--- src/rtl/sst_pkg.sv ---
// Shared types and constants for the stopwatch slot table.
// Used by the controller, the datapath and the top level.
package sst_pkg;

    localparam int NUM_SLOTS_DEF   = 16;
    localparam int NUM_SOURCES_DEF = 3;
    localparam int PERIOD_W        = 26;
    localparam int WRAP_W          = 32;
    localparam int SLOT_ID_W       = 5;
    localparam int USEC_W          = 20;
    localparam logic [PERIOD_W-1:0] USEC_PER_SEC = 26'd1000000;

    localparam logic [1:0] KIND_TICK  = 2'd0;
    localparam logic [1:0] KIND_START = 2'd1;
    localparam logic [1:0] KIND_STOP  = 2'd2;
    localparam logic [1:0] KIND_READ  = 2'd3;

    localparam logic [1:0] ST_OK       = 2'd0;
    localparam logic [1:0] ST_NO_FREE  = 2'd1;
    localparam logic [1:0] ST_NOT_FND  = 2'd2;
    localparam logic [1:0] ST_BAD_SRC  = 2'd3;

    typedef struct packed {
        logic [1:0] kind;
        logic [2:0] tick_mask;
        logic [1:0] source;
        logic [4:0] slot_id;
    } t_in_beat;

    typedef struct packed {
        logic [1:0]  status;
        logic [4:0]  slot_out;
        logic [31:0] elapsed_sec;
        logic [19:0] elapsed_usec;
    } t_out_beat;

    typedef struct packed {
        logic load;      // capture input beat, look up slot
        logic exec;      // perform tick/start/stop, or begin read
        logic mul_go;    // register the product
        logic div_step;  // one half-step of the byte-wise divide
        logic fin;       // build the result
    } t_cmd;

    typedef struct packed {
        logic has_result;
        logic is_read;
        logic div_done;
    } t_sts;

endpackage

--- src/rtl/sst_ctrl.sv ---
// Sequencer for the stopwatch slot table.
// Depends on sst_pkg for the command and status structs.
module sst_ctrl (
    input  logic           i_clk,
    input  logic           i_rst_n,
    input  logic           i_in_valid,
    output logic           o_in_stall,
    output logic           o_out_valid,
    input  logic           i_out_stall,
    input  sst_pkg::t_sts  i_sts,
    output sst_pkg::t_cmd  o_cmd
);
    typedef enum logic [2:0] {S_IDLE, S_EXEC, S_MUL, S_SUB, S_DIV, S_FIN, S_OUT} t_state;
    t_state r_state, n_state;
    logic   r_out_valid, n_out_valid;

    assign o_in_stall  = (r_state != S_IDLE);
    assign o_out_valid = r_out_valid;

    always_comb begin
        n_state     = r_state;
        n_out_valid = r_out_valid;
        o_cmd       = '0;
        case (r_state)
            S_IDLE: begin
                if (i_in_valid) begin
                    o_cmd.load = 1'b1;
                    n_state    = S_EXEC;
                end
            end
            S_EXEC: begin
                o_cmd.exec = 1'b1;
                if (!i_sts.has_result) n_state = S_IDLE;
                else if (i_sts.is_read) n_state = S_MUL;
                else n_state = S_FIN;
            end
            S_MUL: begin
                o_cmd.mul_go = 1'b1;
                n_state      = S_DIV;
            end
            S_DIV: begin
                o_cmd.div_step = 1'b1;
                if (i_sts.div_done) n_state = S_FIN;
            end
            S_FIN: begin
                if (!r_out_valid || !i_out_stall) begin
                    o_cmd.fin   = 1'b1;
                    n_out_valid = 1'b1;
                    n_state     = S_IDLE;
                end
            end
            default: n_state = S_IDLE;
        endcase
        if (r_out_valid && !i_out_stall && !o_cmd.fin) n_out_valid = 1'b0;
    end

    always_ff @(posedge i_clk) begin
        if (!i_rst_n) begin
            r_state     <= S_IDLE;
            r_out_valid <= 1'b0;
        end else begin
            r_state     <= n_state;
            r_out_valid <= n_out_valid;
        end
    end
endmodule

--- src/rtl/sst_dpath.sv ---
// Datapath for the stopwatch slot table: countdown sources, slot store,
// multiply and byte-wise reciprocal division by one million. Depends on sst_pkg.
module sst_dpath #(
    parameter int NUM_SLOTS   = sst_pkg::NUM_SLOTS_DEF,
    parameter int NUM_SOURCES = sst_pkg::NUM_SOURCES_DEF
) (
    input  logic                 i_clk,
    input  logic                 i_rst_n,
    input  sst_pkg::t_in_beat    i_in,
    input  logic [25:0]          i_period,
    input  sst_pkg::t_cmd        i_cmd,
    output sst_pkg::t_sts        o_sts,
    output sst_pkg::t_out_beat   o_out
);
    localparam int SW = (NUM_SLOTS > 1) ? $clog2(NUM_SLOTS) : 1;
    localparam int PW = 58;   // 32 + 26 product bits
    localparam int NW = 64;   // dividend and quotient, eight byte digits
    localparam logic [4:0]  DIV_STEPS = 5'd16;
    localparam logic [36:0] RECIP     = 37'd268;  // floor(2^28 / 1e6)

    logic [25:0] w_eff;
    assign w_eff = (i_period == '0) ? sst_pkg::USEC_PER_SEC : i_period;

    logic [31:0] r_wrap [NUM_SOURCES];
    logic [25:0] r_rem  [NUM_SOURCES];
    logic [NUM_SLOTS-1:0] r_used;
    logic [1:0]  r_src  [NUM_SLOTS];
    logic [31:0] r_swrap [NUM_SLOTS];
    logic [25:0] r_srem  [NUM_SLOTS];

    sst_pkg::t_in_beat r_beat;
    logic [1:0]  r_status;
    logic [4:0]  r_slot;
    logic [SW-1:0] r_idx;
    logic [SW-1:0] w_free;
    logic          w_any_free;
    logic [25:0] r_mem_rem;
    logic [31:0] r_dw;
    logic [25:0] r_cur;
    logic [NW-1:0] r_total;
    logic        r_neg;
    logic [NW-1:0] r_quo;
    logic [19:0] r_part;
    logic [27:0] r_t;
    logic [7:0]  r_qe;
    logic [4:0]  r_cnt;
    logic [PW-1:0] w_prod;
    logic [PW-1:0] w_sum;
    logic [27:0] w_t;
    logic [36:0] w_qprod;
    logic [28:0] w_rem0;
    logic [28:0] w_rem1;

    always_comb begin
        w_free     = '0;
        w_any_free = 1'b0;
        for (int i = NUM_SLOTS - 1; i >= 0; i--) begin
            if (!r_used[i]) begin
                w_free     = SW'(i);
                w_any_free = 1'b1;
            end
        end
    end

    logic w_id_ok;
    assign w_id_ok = (r_beat.slot_id != '0) && ({1'b0, r_beat.slot_id} <= 6'(NUM_SLOTS))
                     && r_used[r_idx];

    assign o_sts.has_result = (r_beat.kind != sst_pkg::KIND_TICK);
    assign o_sts.is_read    = (r_beat.kind == sst_pkg::KIND_READ) && w_id_ok;
    assign o_sts.div_done   = (r_cnt == 5'd0);

    assign w_prod  = PW'(r_dw) * PW'(w_eff);
    assign w_sum   = w_prod + PW'(r_mem_rem);
    assign w_t     = {r_part, r_total[NW-1:NW-8]};
    assign w_qprod = 37'(w_t) * RECIP;
    assign w_rem0  = 29'(r_t) - 29'(r_qe) * 29'(sst_pkg::USEC_PER_SEC);
    assign w_rem1  = 29'(r_t) - (29'(r_qe) + 29'd1) * 29'(sst_pkg::USEC_PER_SEC);

    always_ff @(posedge i_clk) begin
        if (!i_rst_n) begin
            r_used <= '0;
            for (int s = 0; s < NUM_SOURCES; s++) begin
                r_wrap[s] <= '0;
                r_rem[s]  <= sst_pkg::USEC_PER_SEC;
            end
            for (int i = 0; i < NUM_SLOTS; i++) r_src[i] <= '0;
        end else begin
            if (i_cmd.load) begin
                r_beat <= i_in;
                r_idx  <= SW'(i_in.slot_id - 5'd1);
            end
            if (i_cmd.exec) begin
                r_mem_rem  <= r_srem[r_idx];
                case (r_beat.kind)
                    sst_pkg::KIND_TICK: begin
                        r_status <= sst_pkg::ST_OK;
                        r_slot   <= '0;
                        for (int s = 0; s < NUM_SOURCES; s++) begin
                            if (r_beat.tick_mask[s]) begin
                                if (r_rem[s] <= 26'd1) begin
                                    r_rem[s]  <= w_eff;
                                    r_wrap[s] <= r_wrap[s] + 32'd1;
                                end else begin
                                    r_rem[s] <= r_rem[s] - 26'd1;
                                end
                            end
                        end
                    end
                    sst_pkg::KIND_START: begin
                        if (!w_any_free) begin
                            r_status <= sst_pkg::ST_NO_FREE;
                            r_slot   <= '0;
                        end else if (r_beat.source >= 2'(NUM_SOURCES)
                                     || r_beat.source == 2'd3) begin
                            r_status <= sst_pkg::ST_BAD_SRC;
                            r_slot   <= '0;
                        end else begin
                            r_status        <= sst_pkg::ST_OK;
                            r_used[w_free]  <= 1'b1;
                            r_src[w_free]   <= r_beat.source;
                            r_swrap[w_free] <= r_wrap[r_beat.source];
                            r_srem[w_free]  <= r_rem[r_beat.source];
                            r_slot          <= 5'(w_free) + 5'd1;
                        end
                    end
                    default: begin
                        if (!w_id_ok) begin
                            r_status <= sst_pkg::ST_NOT_FND;
                            r_slot   <= '0;
                        end else begin
                            r_status <= sst_pkg::ST_OK;
                            r_slot   <= r_beat.slot_id;
                            if (r_beat.kind == sst_pkg::KIND_STOP) begin
                                r_used[r_idx] <= 1'b0;
                                r_src[r_idx]  <= '0;
                            end
                        end
                    end
                endcase
                if (o_sts.is_read) begin
                    r_dw  <= r_wrap[(r_src[r_idx] >= 2'(NUM_SOURCES)) ? 2'd0 : r_src[r_idx]]
                             - r_swrap[r_idx];
                    r_cur <= r_rem[(r_src[r_idx] >= 2'(NUM_SOURCES)) ? 2'd0 : r_src[r_idx]];
                end else begin
                    r_dw  <= '0;
                    r_cur <= '0;
                end
            end
            if (i_cmd.mul_go) begin
                r_total <= NW'(w_sum - PW'(r_cur));
                r_neg   <= w_sum < PW'(r_cur);
                r_part  <= '0;
                r_quo   <= '0;
                r_cnt   <= DIV_STEPS;
            end
            if (i_cmd.div_step && r_cnt != 5'd0) begin
                r_cnt <= r_cnt - 5'd1;
                if (!r_cnt[0]) begin
                    r_t     <= w_t;
                    r_qe    <= w_qprod[35:28];
                    r_total <= {r_total[NW-9:0], 8'd0};
                end else if (!w_rem1[28]) begin
                    r_part <= w_rem1[19:0];
                    r_quo  <= {r_quo[NW-9:0], r_qe + 8'd1};
                end else begin
                    r_part <= w_rem0[19:0];
                    r_quo  <= {r_quo[NW-9:0], r_qe};
                end
            end
            if (i_cmd.fin) begin
                o_out.status   <= r_status;
                o_out.slot_out <= r_slot;
                if (r_beat.kind == sst_pkg::KIND_READ && r_status == sst_pkg::ST_OK
                    && !r_neg) begin
                    if (|r_quo[NW-1:32]) begin
                        o_out.elapsed_sec  <= '1;
                        o_out.elapsed_usec <= 20'(sst_pkg::USEC_PER_SEC - 26'd1);
                    end else begin
                        o_out.elapsed_sec  <= r_quo[31:0];
                        o_out.elapsed_usec <= r_part;
                    end
                end else begin
                    o_out.elapsed_sec  <= '0;
                    o_out.elapsed_usec <= '0;
                end
            end
        end
    end
endmodule

--- src/rtl/stopwatch_slot_table.sv ---
// Channel   | dir | handshake             | payload
// in        | in  | i_in_valid/o_in_stall  | sst_pkg::t_in_beat
// out       | out | o_out_valid/i_out_stall| sst_pkg::t_out_beat
// cfg       | in  | APB psel/penable       | base_period_us at 0x0
// A tick runs exec only; a start, a stop or a failed read runs exec and the
// result step; a read of a busy slot runs exec, the multiply, the byte-wise
// divide by one million (estimate and fix-up per byte digit) and the result.
// One beat is in work at a time; the input stalls until it is done, and a
// result held by the output stall holds the next result in its last cycle.
// Synchronous active-low reset; sources reload, all slots free.
module stopwatch_slot_table #(
    parameter int NUM_SLOTS   = sst_pkg::NUM_SLOTS_DEF,
    parameter int NUM_SOURCES = sst_pkg::NUM_SOURCES_DEF
) (
    input  logic               i_clk,
    input  logic               i_rst_n,
    input  logic               i_in_valid,
    output logic               o_in_stall,
    input  sst_pkg::t_in_beat  i_in_data,
    output logic               o_out_valid,
    input  logic               i_out_stall,
    output sst_pkg::t_out_beat o_out_data,
    input  logic               psel,
    input  logic               penable,
    input  logic               pwrite,
    input  logic [1:0]         paddr,
    input  logic [31:0]        pwdata,
    output logic [31:0]        prdata,
    output logic               pready
);
    logic [25:0] r_period;
    sst_pkg::t_cmd w_cmd;
    sst_pkg::t_sts w_sts;

    assign pready = 1'b1;
    assign prdata = (paddr == 2'd0) ? {6'd0, r_period} : 32'd0;

    always_ff @(posedge i_clk) begin
        if (!i_rst_n) begin
            r_period <= sst_pkg::USEC_PER_SEC;
        end else if (psel && penable && pwrite && paddr == 2'd0) begin
            r_period <= pwdata[25:0];
        end
    end

    sst_ctrl u_ctrl (
        .i_clk, .i_rst_n, .i_in_valid, .o_in_stall, .o_out_valid, .i_out_stall,
        .i_sts(w_sts), .o_cmd(w_cmd)
    );

    sst_dpath #(.NUM_SLOTS(NUM_SLOTS), .NUM_SOURCES(NUM_SOURCES)) u_dpath (
        .i_clk, .i_rst_n, .i_in(i_in_data), .i_period(r_period),
        .i_cmd(w_cmd), .o_sts(w_sts), .o_out(o_out_data)
    );

    a_stall_busy: assert property (@(posedge i_clk) disable iff (!i_rst_n)
        w_cmd.load |=> o_in_stall) else $error("input not stalled while busy");
    a_usec_range: assert property (@(posedge i_clk) disable iff (!i_rst_n)
        o_out_valid |-> o_out_data.elapsed_usec < 20'd1000000) else $error("usec range");
    a_err_slot: assert property (@(posedge i_clk) disable iff (!i_rst_n)
        (o_out_valid && o_out_data.status != sst_pkg::ST_OK) |-> o_out_data.slot_out == 5'd0)
        else $error("slot on error");
endmodule

--- config.mk ---
export PLATFORM = sky130hd
export DESIGN_NAME = stopwatch_slot_table
export DESIGN_NICKNAME = d
export VERILOG_FILES = /design/src/rtl/sst_pkg.sv /design/src/rtl/sst_ctrl.sv /design/src/rtl/sst_dpath.sv /design/src/rtl/stopwatch_slot_table.sv
export SDC_FILE = /design/constraint.sdc
export NUM_CORES = 2
export LEC_CHECK = 0
export ABC_CLOCK_PERIOD_IN_PS = 13000
export BUFFER_PORTS_ARGS = -buffer_cell sky130_fd_sc_hd__buf_2
export CAP_MARGIN = 20
export CORE_UTILIZATION = 30
export CTS_CLUSTER_DIAMETER = 80
export CTS_CLUSTER_SIZE = 16
export DETAILED_ROUTE_END_ITERATION = 6
export HOLD_SLACK_MARGIN = 0.05
export MAX_ROUTING_LAYER = met4
export SYNTH_ARGS = -nofsm -noshare
export SYNTH_HDL_FRONTEND = slang
export SYNTH_SLANG_ARGS = --single-unit
--- constraint.sdc ---
create_clock -name i_clk -period 13 [get_ports i_clk]
set_clock_uncertainty 0.2 [all_clocks]
set_input_delay 0.65 -clock i_clk [delete_from_list [all_inputs] [get_ports i_clk]]
set_output_delay 0.65 -clock i_clk [all_outputs]
set_load 0.005 [all_outputs]
==> metrics <==
fin crit share 86.7%; cts bufs inserted 119; sequential power share 27.7%; clock latency on the worst-skew pair 0.89 ns; CTS Buffer Depth 4; WS Path Type flip-flop to flip-flop; Req. time, crit path 13.56 ns; LEAKAGE 44.4 nW; area grow syn2layout 9.68%; DIE WIDTH 587 um; setup TNS 0 ns; status finished clean; Pre-antenna DRT Iters 5; power share of the clock group 16.6%; Pwr Density 187 mW/mm2; CP Launch Type flip-flop; post-synth top area share 43.5%; Unique masters post-synth 98; Hold Violations, Final 0; clock sink count 1,542; Reg clk slew, reported paths 0.08 ns; Detail Placement HPWL 187,000 um; gr usage total 16.0%; FFs w/ async S/R, synth 0%; fin nets 10,100; synth cell count leaders edfxtp_1 (1,490), inv_1 (1,178), nand2_1 (1,095); IO Count 147; Synth Warn # 0; total global routing overflow 0; CTS root buffer clkbuf_16; first-pass GRT wire length 414,000 um; Sw Share 43.7%; largest net degree at the start of global routing 91; CORE AREA 0.340 mm2; total power 21.1 mW; Period minus WS final 11.27 ns; final setup fails 0; worst-path fanout max 38; initial antenna violation count 13; GP Congestion 0.878; worst-case vdd ir drop 530 uV; cell-internal power 11.9 mW; worst min-delay path class input pin to flip-flop; IO Port Bufs 133; Logic pwr share 55.7%; vias in the first global route 66,600; die area 0.345 mm2; Synth area leaders edfxtp_1 (44%), fa_1 (15%), mux4_2 (6.7%); slowest stage delay, CP 0.85 ns; slowest CP cell or2_2; detailed-route via count 66,000; Post-synth EDFFs 1,490; share of cells above drive strength 1 9.87%; Final ANT Viol Nets 0; Remaining DRCs 0; sequential fraction of the synthesis area 44.5%; Max Transition Viols Final 0; Critical Path AT 11.83 ns; Crit path top cell by count fa_1; Mapped Area 0.103 mm2; Vias per Instance 4.93; max cap viols 0; H-Tree Level Count 3; count leader, synth edfxtp_1; CTS tree yes; sw power 9.21 mW; Seq cells post-synth 1,542; die height 587 um; Worst Setup End Kind flip-flop; post-synthesis area per instance 11.7 um2; Highest Clock Rate 88.8 MHz; synthesized instance count 8,785; num rows 214; Detailed Route Iter0 Violations 5,675; final hold slack 0.191 ns; worst-margin pin slew 1.20 ns; Initial Util 30.2%; Main synth FF type edfxtp_1; WL per Instance 20.2 um; final wirelength 271,000 um; cts repair resizes 0; RSZ-0062 raised after global routing false; post-synth top area cell edfxtp_1; Max-slew headroom 19.7%
what timing repair did:
item,CTS,global route
endpoints found under the hold margin,82,0
setup buffers,0,0
hold buffers,39,0
registers in the layout (all words and copies together) (netlist names), 28 cells and up, named ones only:
name	flops
u_dpath.r_rem	78
u_dpath.r_t	28
u_dpath.r_dw	32
u_dpath.r_quo	64
u_dpath.r_src	32
u_dpath.r_wrap	96
u_dpath.o_out	59
u_dpath.r_total	64
u_dpath.r_swrap	512
u_dpath.r_srem	416
routing by layer:
metal  GRT usage (%)  vias to the layer above  wire (um)
met4            2.81                        0       4800
met5               -                        -          0
met1            21.7                    33900     121000
met2            25.8                     1966     128000
li1                -                    29800          -
met3            2.20                      268      17100
worst max-delay path, delay by kind of cell (launching register included):
| kind | cells | cell delay, ns |
|---|---|---|
| AO/OA/AOI/OAI | 4 | 1.38 |
| buffers and inverters | 6 | 0.54 |
| AND/OR/NAND/NOR | 12 | 4.55 |
| adder cells (fa/ha/maj) | 8 | 3.94 |
| flip-flops | 1 | 0.30 |
| XOR/XNOR | 1 | 0.20 |
final timing paths:
kind | start | to | slack, ns | cells after the start
max | r_period[23] | u_dpath.r_total[60] | 1.73 | 31
min | penable | r_period[25] | 0.19 | 5
min reg2reg | u_dpath.r_slot[0] | u_dpath.o_out[52] | 0.28 | 0
max reg2reg | r_period[23] | u_dpath.r_total[60] | 1.73 | 31
metrics by stage:
step	area, um2	std cells	setup slack [ns]	utilization (%)
global placement	109000	13200	1.81	32.0
floorplan	103000	8790	3.33	-
finish	113000	13400	1.73	33.1
CTS	113000	13400	1.68	33.1
global route	113000	13400	1.07	33.1
detailed placement	109000	13200	1.72	32.0
cell families after synthesis:
family | Yosys count | synth area share, %
xor+xnor | 332 | 2.84
fa+ha+maj | 1277 | 21.3
simple gates | 2603 | 11.7
flops | 1542 | 44.5
compound gates | 986 | 5.97
buf+inv | 1647 | 6.05
other cells | 2 | 0.00730
mux | 396 | 7.57
power groups by stage:
stage	Sequential [mW]	Combinational, mW	Clock [mW]
2_1_floorplan	5.87	8.78	0
3_3_place_gp	5.97	11.6	0
3_5_place_dp	5.97	11.6	0
4_1_cts	5.86	11.7	3.58
5_1_grt	5.87	13.1	3.73
6_report	5.85	11.8	3.50
layout by cell type (no fill, tap or decap), types with 48 or more instances in the layout:
| cell type | Yosys | routed |
|---|---|---|
| buf_2 | 10 | 132 |
| xnor2_1 | 172 | 171 |
| and2_1 | 383 | 365 |
| clkbuf_16 | 0 | 119 |
| nand2_1 | 1095 | 1094 |
| nand3_1 | 135 | 134 |
| ha_1 | 485 | 485 |
| mux4_2 | 305 | 305 |
| fa_1 | 792 | 792 |
| nand4_1 | 48 | 48 |
| a21o_1 | 69 | 69 |
| xor2_1 | 159 | 159 |
| a21oi_1 | 213 | 213 |
| mux2i_1 | 87 | 87 |
| and3_1 | 56 | 56 |
| edfxtp_1 | 1490 | 1490 |
| inv_1 | 1178 | 1178 |
| nor2_1 | 543 | 538 |
| nor3_1 | 104 | 104 |
| a21boi_0 | 52 | 52 |
| buf_4 | 7 | 170 |
| o21ai_0 | 329 | 303 |
area by class of cell:
cell class,instances,area (um2)
Antenna cell,8,20.0
Clock buffer,147,3090
Clock inverter,24,273
Fill cell,33900,228000
Inverter,1181,4430
Multi-Input combinational cell,5601,51000
Sequential cell,1542,45800
Tap cell,4536,5680
Timing Repair Buffer,348,2460
(Power assumes the default switching activity.)
